File: config.mk
export PLATFORM = sky130hd
export DESIGN_NAME = joint_angle_zero_wrap_unwrap_unit
export DESIGN_NICKNAME = d
export VERILOG_FILES = /design/src/sv/jazw_pkg.sv /design/src/sv/jazw_unwrap.sv /design/src/sv/joint_angle_zero_wrap_unwrap_unit.sv
export SDC_FILE = /design/constraint.sdc
export NUM_CORES = 1
export LEC_CHECK = 0
export BUFFER_PORTS_ARGS = -buffer_cell sky130_fd_sc_hd__buf_2
export CORE_UTILIZATION = 50
export CTS_BUF_LIST = sky130_fd_sc_hd__clkbuf_2 sky130_fd_sc_hd__clkbuf_4 sky130_fd_sc_hd__clkbuf_8
export DETAILED_ROUTE_END_ITERATION = 7
export HOLD_SLACK_MARGIN = 0.1
export PLACE_DENSITY = 0.66
export SYNTH_ARGS = -nofsm -noshare
export SYNTH_HDL_FRONTEND = slang
export SYNTH_SLANG_ARGS = --single-unit
File: constraint.sdc
create_clock -name clk -period 16.6 [get_ports clk]
set_clock_uncertainty 0.1 [all_clocks]
set_input_delay 4.15 -clock clk [delete_from_list [all_inputs] [get_ports clk]]
set_output_delay 4.15 -clock clk [all_outputs]
set_load 0.01 [all_outputs]
File: src/sv/jazw_pkg.sv
`timescale 1ns / 1ps
// Package for the joint angle zero, wrap and unwrap unit.
// Holds the payload structs, field widths and fixed-point constants; no dependencies.
package jazw_pkg;

	localparam int NUM_JOINTS = 6;
	localparam int ZP_COUNT   = 6;
	localparam int JOINT_W    = 3;
	localparam int DEG_W      = 17;
	localparam int CFG_IDX_W  = 3;
	localparam int ANGLE_W    = 32;
	localparam int RAD_W      = 19;
	localparam int DELTA_W    = RAD_W + 2;
	localparam int DIFF_W     = DEG_W + 2;

	localparam int DEG_Q8_180 = 46080;
	localparam int DEG_Q8_360 = 92160;
	localparam int PI_Q16     = 205887;
	localparam int TWO_PI_Q16 = 411774;
	localparam int ROUND_HALF = DEG_Q8_180 / 2;

	// Division by 46080 is a shift by 10 followed by division by 45.
	localparam int PROD_W     = 35;
	localparam int PRE_SHIFT  = 10;
	localparam int QUOT_IN_W  = PROD_W - PRE_SHIFT;
	localparam int DIV_SHIFT  = 31;
	localparam int DIV_MULT   = 47721859;
	localparam int QMUL_W     = QUOT_IN_W + 26;

	localparam logic [JOINT_W-1:0] LAST_JOINT = JOINT_W'(NUM_JOINTS - 1);

	typedef struct packed {
		logic [JOINT_W-1:0] joint;
		logic [DEG_W-1:0]   raw_degrees;
	} in_t;

	typedef struct packed {
		logic [JOINT_W-1:0]        joint_out;
		logic signed [ANGLE_W-1:0] angle_radians;
		logic                      negative;
	} out_t;

endpackage

File: src/sv/jazw_unwrap.sv
`timescale 1ns / 1ps
// Phase unwrap of the last joint's angle with a saturating 32-bit accumulator.
// Depends on jazw_pkg.
module jazw_unwrap (
	input  logic                              clk,
	input  logic                              arst_n,
	input  logic                              update,
	input  logic [jazw_pkg::RAD_W-1:0]        wrapped,
	output logic signed [jazw_pkg::ANGLE_W-1:0] result
);
	import jazw_pkg::*;

	logic signed [ANGLE_W-1:0] prev_q;
	logic [RAD_W-1:0]          prev_wrapped_q;
	logic                      started_q;
	logic signed [DELTA_W-1:0] delta_raw;
	logic signed [DELTA_W-1:0] delta;
	logic signed [ANGLE_W:0]   sum;

	always_comb begin
		delta_raw = signed'(DELTA_W'(wrapped)) - signed'(DELTA_W'(prev_wrapped_q));
		if (delta_raw > DELTA_W'(PI_Q16)) begin
			delta = delta_raw - DELTA_W'(TWO_PI_Q16);
		end else if (delta_raw < -DELTA_W'(PI_Q16)) begin
			delta = delta_raw + DELTA_W'(TWO_PI_Q16);
		end else begin
			delta = delta_raw;
		end
		sum = (ANGLE_W + 1)'(prev_q) + (ANGLE_W + 1)'(delta);
		if (!started_q) begin
			result = signed'(ANGLE_W'(wrapped));
		end else if (sum[ANGLE_W] != sum[ANGLE_W-1]) begin
			result = sum[ANGLE_W] ? {1'b1, {(ANGLE_W - 1){1'b0}}}
				: {1'b0, {(ANGLE_W - 1){1'b1}}};
		end else begin
			result = sum[ANGLE_W-1:0];
		end
	end

	always_ff @(posedge clk or negedge arst_n) begin
		if (!arst_n) begin
			prev_q         <= '0;
			prev_wrapped_q <= '0;
			started_q      <= 1'b0;
		end else if (update) begin
			prev_q         <= result;
			prev_wrapped_q <= wrapped;
			started_q      <= 1'b1;
		end
	end

endmodule

File: src/sv/joint_angle_zero_wrap_unwrap_unit.sv
`timescale 1ns / 1ps
// Joint angle unit: zero offset, wrap to +-180 degrees, conversion to Q16 radians and
// unwrap of the last joint. Depends on jazw_pkg and jazw_unwrap.
//
// The unit accepts one transaction per clock while the output is not stalled and
// returns one result transaction for each, in order. The path is an input register, a
// register after the degree-to-radian multiply, a register after the divide-by-constant
// multiply, and the output register; the unwrap state of the last joint is read and
// updated in the final stage, in the same cycle. The user must write zero points through
// the configuration port only while no transaction is in flight; the unit itself does
// not enforce this. Indexes beyond the six registers are ignored.
module joint_angle_zero_wrap_unwrap_unit (
	input  logic                           clk,
	input  logic                           arst_n,
	input  logic                           in_valid,
	output logic                           in_ready,
	input  jazw_pkg::in_t                  in_data,
	output logic                           out_valid,
	input  logic                           out_ready,
	output jazw_pkg::out_t                 out_data,
	input  logic                           cfg_valid,
	output logic                           cfg_ready,
	input  logic [jazw_pkg::CFG_IDX_W-1:0] cfg_index,
	input  logic [jazw_pkg::DEG_W-1:0]     cfg_data
);
	import jazw_pkg::*;

	logic [DEG_W-1:0]       zp_q [ZP_COUNT];

	logic                   v_s1, v_s2, v_s3, out_valid_q;
	in_t                    in_s1;
	logic [JOINT_W-1:0]     joint_s2, joint_s3;
	logic [QUOT_IN_W-1:0]   quot_in_s2;
	logic [RAD_W-1:0]       rad_s3;
	out_t                   out_data_q;

	logic                   en1, en2, en3, en_out;
	logic [DEG_W-1:0]       zp_sel;
	logic signed [DIFF_W-1:0] diff;
	logic signed [DIFF_W-1:0] diff_wrapped;
	logic [DEG_W-1:0]       deg;
	logic [PROD_W-1:0]      prod;
	logic [QMUL_W-1:0]      qmul;
	logic [RAD_W-1:0]       inv;
	logic                   is_last;
	logic signed [ANGLE_W-1:0] unwrap_result;
	logic signed [ANGLE_W-1:0] angle;

	assign cfg_ready = 1'b1;

	always_ff @(posedge clk or negedge arst_n) begin
		if (!arst_n) begin
			for (int i = 0; i < ZP_COUNT; i++) begin
				zp_q[i] <= '0;
			end
		end else if (cfg_valid && (cfg_index < CFG_IDX_W'(ZP_COUNT))) begin
			zp_q[cfg_index] <= cfg_data;
		end
	end

	always_comb begin
		en_out   = !out_valid_q || out_ready;
		en3      = !v_s3 || en_out;
		en2      = !v_s2 || en3;
		en1      = !v_s1 || en2;
	end

	assign in_ready = en1;

	always_comb begin
		zp_sel = '0;
		if ((in_s1.joint < JOINT_W'(NUM_JOINTS)) && (in_s1.joint < JOINT_W'(ZP_COUNT))) begin
			zp_sel = zp_q[in_s1.joint];
		end
		diff = signed'(DIFF_W'(in_s1.raw_degrees)) - signed'(DIFF_W'(zp_sel));
		if (diff < -DIFF_W'(DEG_Q8_180)) begin
			diff_wrapped = diff + DIFF_W'(DEG_Q8_360);
		end else if (diff > DIFF_W'(DEG_Q8_180)) begin
			diff_wrapped = diff - DIFF_W'(DEG_Q8_360);
		end else begin
			diff_wrapped = diff;
		end
		deg  = DEG_W'(diff_wrapped + DIFF_W'(DEG_Q8_180));
		prod = PROD_W'(deg) * PROD_W'(PI_Q16) + PROD_W'(ROUND_HALF);
	end

	assign qmul = QMUL_W'(quot_in_s2) * QMUL_W'(DIV_MULT);

	always_comb begin
		is_last = (joint_s3 == LAST_JOINT);
		if (rad_s3 == '0) begin
			inv = '0;
		end else begin
			inv = RAD_W'(TWO_PI_Q16) - rad_s3;
		end
		if (is_last) begin
			angle = unwrap_result;
		end else begin
			angle = signed'(ANGLE_W'(rad_s3));
		end
	end

	jazw_unwrap u_unwrap (
		.clk     (clk),
		.arst_n  (arst_n),
		.update  (v_s3 && en_out && is_last),
		.wrapped (inv),
		.result  (unwrap_result)
	);

	always_ff @(posedge clk or negedge arst_n) begin
		if (!arst_n) begin
			v_s1        <= 1'b0;
			v_s2        <= 1'b0;
			v_s3        <= 1'b0;
			out_valid_q <= 1'b0;
		end else begin
			if (en1) begin
				v_s1 <= in_valid;
			end
			if (en2) begin
				v_s2 <= v_s1;
			end
			if (en3) begin
				v_s3 <= v_s2;
			end
			if (en_out) begin
				out_valid_q <= v_s3;
			end
		end
	end

	always_ff @(posedge clk) begin
		if (en1 && in_valid) begin
			in_s1 <= in_data;
		end
		if (en2 && v_s1) begin
			joint_s2   <= in_s1.joint;
			quot_in_s2 <= prod[PROD_W-1:PRE_SHIFT];
		end
		if (en3 && v_s2) begin
			joint_s3 <= joint_s2;
			rad_s3   <= qmul[DIV_SHIFT +: RAD_W];
		end
		if (en_out && v_s3) begin
			out_data_q.joint_out     <= joint_s3;
			out_data_q.angle_radians <= angle;
			out_data_q.negative      <= angle[ANGLE_W-1];
		end
	end

	assign out_valid = out_valid_q;
	assign out_data  = out_data_q;

	a_plain_not_negative: assert property (@(posedge clk) disable iff (!arst_n)
		(out_valid && (out_data.joint_out != LAST_JOINT)) |-> !out_data.negative)
		else $error("negative result on a joint without unwrap");

	a_plain_in_range: assert property (@(posedge clk) disable iff (!arst_n)
		(out_valid && (out_data.joint_out != LAST_JOINT))
		|-> (out_data.angle_radians <= ANGLE_W'(TWO_PI_Q16)))
		else $error("plain joint angle above two pi");

	a_empty_ready: assert property (@(posedge clk) disable iff (!arst_n)
		!v_s1 |-> in_ready)
		else $error("input stalled with an empty first stage");

	a_stage_to_out: assert property (@(posedge clk) disable iff (!arst_n)
		(v_s3 && en_out) |=> out_valid)
		else $error("final stage transaction lost on the way to the output");

endmodule

---- After elaboration in Yosys (flattened, before gate mapping) ----
Cells that the tools add are included.
operators by class
  add/subtract/negate cells ............... 10
  multipliers ............................. 2
  div/mod/pow operators ................... 0
  $lt $le $gt $ge ......................... 9
  eq/ne operators ......................... 2
  shifts and indexed selects .............. 0
  mux-type cells .......................... 16
  bitwise logic cells ..................... 2
  reductions and logical operators ........ 16
operator list
  operator                                                                 count
  32-bit two-way mux                                                       4
  102-bit bitwise mux                                                      1
  17-bit two-way mux                                                       6
  17-bit binary-select mux with 3-bit select                               1
  17-bit demux with 3-bit select                                           1
  25-bit by 26-bit multiplier with 50-bit output (second input constant)   1
  21-bit two-way mux                                                       2
  35-bit by 15-bit adder with 35-bit output (second input constant)        1
  17-bit by 18-bit multiplier with 35-bit output (second input constant)   1
  17-bit adder (second input constant)                                     2
  32-bit by 21-bit adder with 33-bit output                                1
  21-bit by 20-bit adder with 21-bit output (second input constant)        1
  21-bit by 19-bit > comparator with 1-bit output (second input constant)  1
  21-bit by 19-bit < comparator with 1-bit output (second input constant)  1
  21-bit by 20-bit subtractor with 21-bit output (second input constant)   1
  19-bit by 19-bit subtractor with 20-bit output                           1
  19-bit zero test                                                         1
  19-bit two-way mux                                                       1
  19-bit subtractor (first input constant)                                 1
  18-bit by 17-bit > comparator with 1-bit output (second input constant)  1
  18-bit by 17-bit < comparator with 1-bit output (second input constant)  1
  17-bit by 17-bit subtractor with 18-bit output                           1
  17-bit subtractor (second input constant)                                1
  4-bit >= comparator (second input constant)                              2
  other kinds (8)                                                          22
word-level totals
  bits in registers ....................... 264
  latch bits .............................. 0
  RAM bits ................................ 0
  bits in read-only memories .............. 0
  input port bits ......................... 45
  logic and storage cells ................. 80
  memories ................................ 0

---- Logic depth before layout (Yosys ltp) ----
  depth after elaboration ................. 12
  gate-level depth with buffers ........... 52

---- By module ----
From an unflattened synthesis, not the netlist that was laid out.
second synthesis, totals
  cells, all modules ...................... 2870
  area, all modules ....................... 29971.2 um^2
modules (own cells, without submodules)
  module                             instances  cells each  area an instance (um^2)  seq. area each (um^2)
  joint_angle_zero_wrap_unwrap_unit  1          2071        23488.8                  5805.6
  jazw_unwrap                        1          799         6482.5                   1301.2

---- Least setup slack after synthesis ----
No wires, ideal clock.
  path kind ............................... reg-to-reg
  from .................................... register in_s1[17] (netlist bit)
  to ...................................... register quot_in_s2[24] (data pin)
  data arrival time ....................... 11.492 ns
  data required time ...................... 16.241 ns
  path slack .............................. 4.749 ns
  stages on the path, launching flop included .. 47
  period minus slack after synthesis ...... 11.851 ns
  cell sequence ........................... edfxtp_1 clkbuf_1 buf_1 clkbuf_1 mux2i_1 nor2_1 a21oi_1 ha_1 a21o_1 or3_4 o21ai_4 o21ai_0 a21oi_1 xor2_1 ha_1 and3_1 nand3_1 and3b_1 (+11 left out) inv_1 fa_1 fa_1 inv_1 fa_1 inv_1 fa_1 inv_1 ha_1 a21o_1 a221o_1 a221o_1 a41oi_1 nor2b_1 o21a_1 o21ai_1 a21oi_1 xnor2_1
on the way
  word-level cells in the longest chain between the ends .. 12
ends and longest elaborated chain
  what                                                                                  line                                                                              text
  start: declaration                                                                    joint_angle_zero_wrap_unwrap_unit.sv:31                                           in_t in_s1;
  start signal: assignment                                                              joint_angle_zero_wrap_unwrap_unit.sv:135                                          in_s1 <= in_data;
  3-bit inverter with 4-bit output (not written as such)                                joint_angle_zero_wrap_unwrap_unit.sv:73                                           zp_sel = zp_q[in_s1.joint];
  17-bit binary-select mux with 3-bit select                                            joint_angle_zero_wrap_unwrap_unit.sv:73
  17-bit two-way mux (not written as such) (2 in series)                                joint_angle_zero_wrap_unwrap_unit.sv:73
  17-bit two-way mux (*)                                                                joint_angle_zero_wrap_unwrap_unit.sv:72                                           if ((in_s1.joint < JOINT_W'(NUM_JOINTS)) && (in_s1.joint < JOINT_W'(ZP_COUNT))) begin
  17-bit by 17-bit subtractor with 18-bit output (*)                                    joint_angle_zero_wrap_unwrap_unit.sv:75                                           diff = signed'(DIFF_W'(in_s1.raw_degrees)) - signed'(DIFF_W'(zp_sel));
  17-bit subtractor or 18-bit by 17-bit > comparator with 1-bit output (tied branches)  joint_angle_zero_wrap_unwrap_unit.sv:79, joint_angle_zero_wrap_unwrap_unit.sv:78
  17-bit two-way mux                                                                    joint_angle_zero_wrap_unwrap_unit.sv:78                                           end else if (diff > DIFF_W'(DEG_Q8_180)) begin
  17-bit two-way mux (*)                                                                joint_angle_zero_wrap_unwrap_unit.sv:76                                           if (diff < -DIFF_W'(DEG_Q8_180)) begin
  17-bit adder (*)                                                                      joint_angle_zero_wrap_unwrap_unit.sv:83                                           deg = DEG_W'(diff_wrapped + DIFF_W'(DEG_Q8_180));
  17-bit by 18-bit multiplier with 35-bit output (*)                                    joint_angle_zero_wrap_unwrap_unit.sv:84                                           prod = PROD_W'(deg) * PROD_W'(PI_Q16) + PROD_W'(ROUND_HALF);
  35-bit by 15-bit adder with 35-bit output (*)                                         joint_angle_zero_wrap_unwrap_unit.sv:84
  named net prod[34]                                                                    joint_angle_zero_wrap_unwrap_unit.sv:42                                           logic [PROD_W-1:0] prod;
  end signal: assignment                                                                joint_angle_zero_wrap_unwrap_unit.sv:139                                          quot_in_s2 <= prod[PROD_W-1:PRE_SHIFT];
  end: declaration                                                                      joint_angle_zero_wrap_unwrap_unit.sv:33                                           logic [QUOT_IN_W-1:0] quot_in_s2;
Mark *: on every way through the listed nets, which the timed path passes. The rest lies on a longest branch. The select of a mux whose other input is x is not followed.
A chain may end at the register's enable or synchronous reset.

---- Final worst setup path ----
Same ends and word-level chain as after synthesis.

==> flow_summary.toml <==
[setup_path]
setup.worst_path.class = "flop to flop"
start_kind = "flop"
cp_slowest_stage_delay_ps = 580
r2r_slack_ps = 4040
cp.arrival_ps = 12830
cp.required_ps = 16870
critPathCaptureType = "flop"
rr_startpoint = "in_s1[17]$_DFFE_PP_"
critical_path_peak_fanout = 35
reg2regPathDepth = 47
r2r-end = "quot_in_s2[24]$_DFFE_PP_"
slowest_stage = "mux4_2"

[floorplan]
start_util = 0.510
die_h_um = 243
coreArea_mm2 = 0.0568
die_area_mm2 = 0.0589
die_x_um = 243
rows = 87
design.portCount = 84

[synth]
synthFlopType = "dfrtp_1"
synth_edf_count = 105
synth_area_per_cell_um2 = 10.3
syn-num-nets = 3575
syn-cell-area_mm2 = 0.0290
synth_area_leader_cell = "ha_1"
async_reset_ff_frac = 0.601
yosys_warnings = 0
synth_cell_type_count = 99
seq_area_frac_synth = 0.245
yosys-top-cells-area = "ha_1 (20%), fa_1 (18%), dfrtp_1 (14%)"
ys_ff_latch = 263
synth_top_area_share = 0.196
synth_cells = 2809

[grt]
grt_antenna_before_repair = 0
grt_pass1_vias = 22000
track_usage = 0.238
overflow = 0
grt_max_degree = 107
grt_first_pass_wirelength_um = 113000

[routing]
totalWireLength_um = 68500
drc_errors = 0
via_per_inst = 5.55
routedWlPerCell_um = 18.6
drt_iter0_markers = 1033
via_count = 20500
ant_nets = 0
firstDrtPassIters = 6

[timing]
max_freq_mhz = 79.6
min_period_ps = 12560
fin_crit_sh = 0.757
hold_viol_final = 0
slew_viol_final = 0
rsz0062_at_grt = "no"
slew_headroom = 0.262
fin_tns_setup_ps = 0
setup_viol = 0
tightest_slew_ps = 1110

[place]
portBuffers = 82
gp_congestion = 0.972
hpwl_um = 55700

[final_layout]
final_common_cell = "inv_1"
drive_gt1_frac = 0.120
layout_common_cells = "inv_1 (505), ha_1 (454), fa_1 (267)"
n_antenna_cell = 0
fill_cells = 5001
syn2layout_area_growth_pct = 7.80
layout.nets = 3665

[clock_network]
postCtsHoldBufs = 0
cts_setup_buffers = 0
cts-root-buf = "clkbuf_8"
clk_pin_slew_worst_paths_ps = 60
cts-htree-levels = 2
clockBufferDepth = 3
ctsResizeCount = 0
tritoncts = "done"
clkLatencyLatePin_ps = 640
clock_sinks = 263
cts_buffers = 46

[worst_hold_path]
hold_depth = 0
min_from = "joint_s2[2]$_DFFE_PP_"
hold_class = "flop to flop"
min_to = "joint_s3[2]$_DFFE_PP_"

[flow_run]
drv_cap = 0

[run_status]
outcome = "finished, final reports clean"
-- Yosys cell counts (all sizes together) (7+ instances only) --
cell and number:
nand3 22, xor2 39, nor3 42, a21o 55
nor2b 24, xnor2 103, nand2b 23, ha 454
and3 17, a22oi 8, and2 20, edfxtp 105
a211oi 12, clkbuf 45, mux2i 18, fa 267
o21ai 96, o21a 26, nand4 15, buf 10
a21oi 120, o22ai 13, nand2 130, mux2 114
o211ai 13, or3 10, o31ai 33, o31a 7
inv 506, a31oi 15, dfrtp 158, o21bai 9
nor2 157, mux4 17
-- routing by layer --
| layer | vias up | share of wire | GRT usage |
|---|---|---|---|
| met1 | 10200 | 0.44 | 0.308 |
| li1 | 9726 | - | - |
| met5 | - | 0 | 0 |
| met4 | 0 | 0.021 | 0.0609 |
| met3 | 107 | 0.039 | 0.0287 |
| met2 | 423 | 0.50 | 0.420 |
-- cell type report --
class,count,area [um2],area share
Inverter,508,1910,0.0610
Timing Repair Buffer,97,529,0.0169
Clock buffer,72,866,0.0277
Multi-Input combinational cell,1983,19800,0.633
Clock inverter,12,121,0.00388
Tap cell,756,946,0.0303
Sequential cell,263,7110,0.227
-- kinds of logic (layout without fill, tap and decap cells) --
family | count (synthesis) | in the layout | share of synthesized area
flip-flops | 263 | 263 | 0.245
AND/OR/NAND/NOR | 501 | 501 | 0.0831
multiplexers | 149 | 149 | 0.0639
adder cells (fa/ha/maj) | 721 | 721 | 0.380
XOR/XNOR | 142 | 142 | 0.0441
other | 1 | 1 | 0.000129
buffers and inverters | 563 | 689 | 0.0736
AO/OA/AOI/OAI | 469 | 469 | 0.110
-- worst max-delay path by stage --
stage / startpoint / end / slack, ps / cells after the start
final: in_s1[17]$_DFFE_PP_ / quot_in_s2[24]$_DFFE_PP_ / 4040 / 47
after global placement: in_s1[17]$_DFFE_PP_ / quot_in_s2[24]$_DFFE_PP_ / 4330 / 45
after CTS: in_s1[17]$_DFFE_PP_ / quot_in_s2[24]$_DFFE_PP_ / 3950 / 45
after global routing: in_s1[17]$_DFFE_PP_ / quot_in_s2[22]$_DFFE_PP_ / 3090 / 47
after detailed placement: in_s1[17]$_DFFE_PP_ / quot_in_s2[24]$_DFFE_PP_ / 3990 / 45
after floorplan: in_s1[17]$_DFFE_PP_ / quot_in_s2[24]$_DFFE_PP_ / 4750 / 46
-- critical path: cells and delay by family, from the launching register on --
kind,cells,cell delay [ps]
buffers and inverters,8,1350
muxes,1,580
AOI/OAI and AO/OA,12,2610
adders and majority gates,11,4410
DFF,1,320
and+or+nand+nor,12,2050
xor gates and xnor gates,3,880
-- sequential cells by signal (all words and copies together), names as in the netlist, 3 cells and up --
register	flops
zp_q	102
out_data	35
u_unwrap.prev_q	32
quot_in_s2	25
in_s1	20
rad_s3	19
u_unwrap.prev_wrapped_q	19
joint_s2	3
joint_s3	3
-- metrics by stage --
stage	hold slack, ps	util	instance area, um2	cells	worst slack, ps
2_1_floorplan	300	-	29000	2809	4750
3_3_place_gp	304	0.532	30300	3607	4330
3_5_place_dp	319	0.532	30300	3607	3990
5_1_grt	348	0.550	31200	3691	3090
6_report	324	0.550	31200	3691	4040
4_1_cts	335	0.550	31200	3691	3950
Power is not shown: default switching activity piles up to over one toggle a cycle in this logic, so the estimate is an artifact.
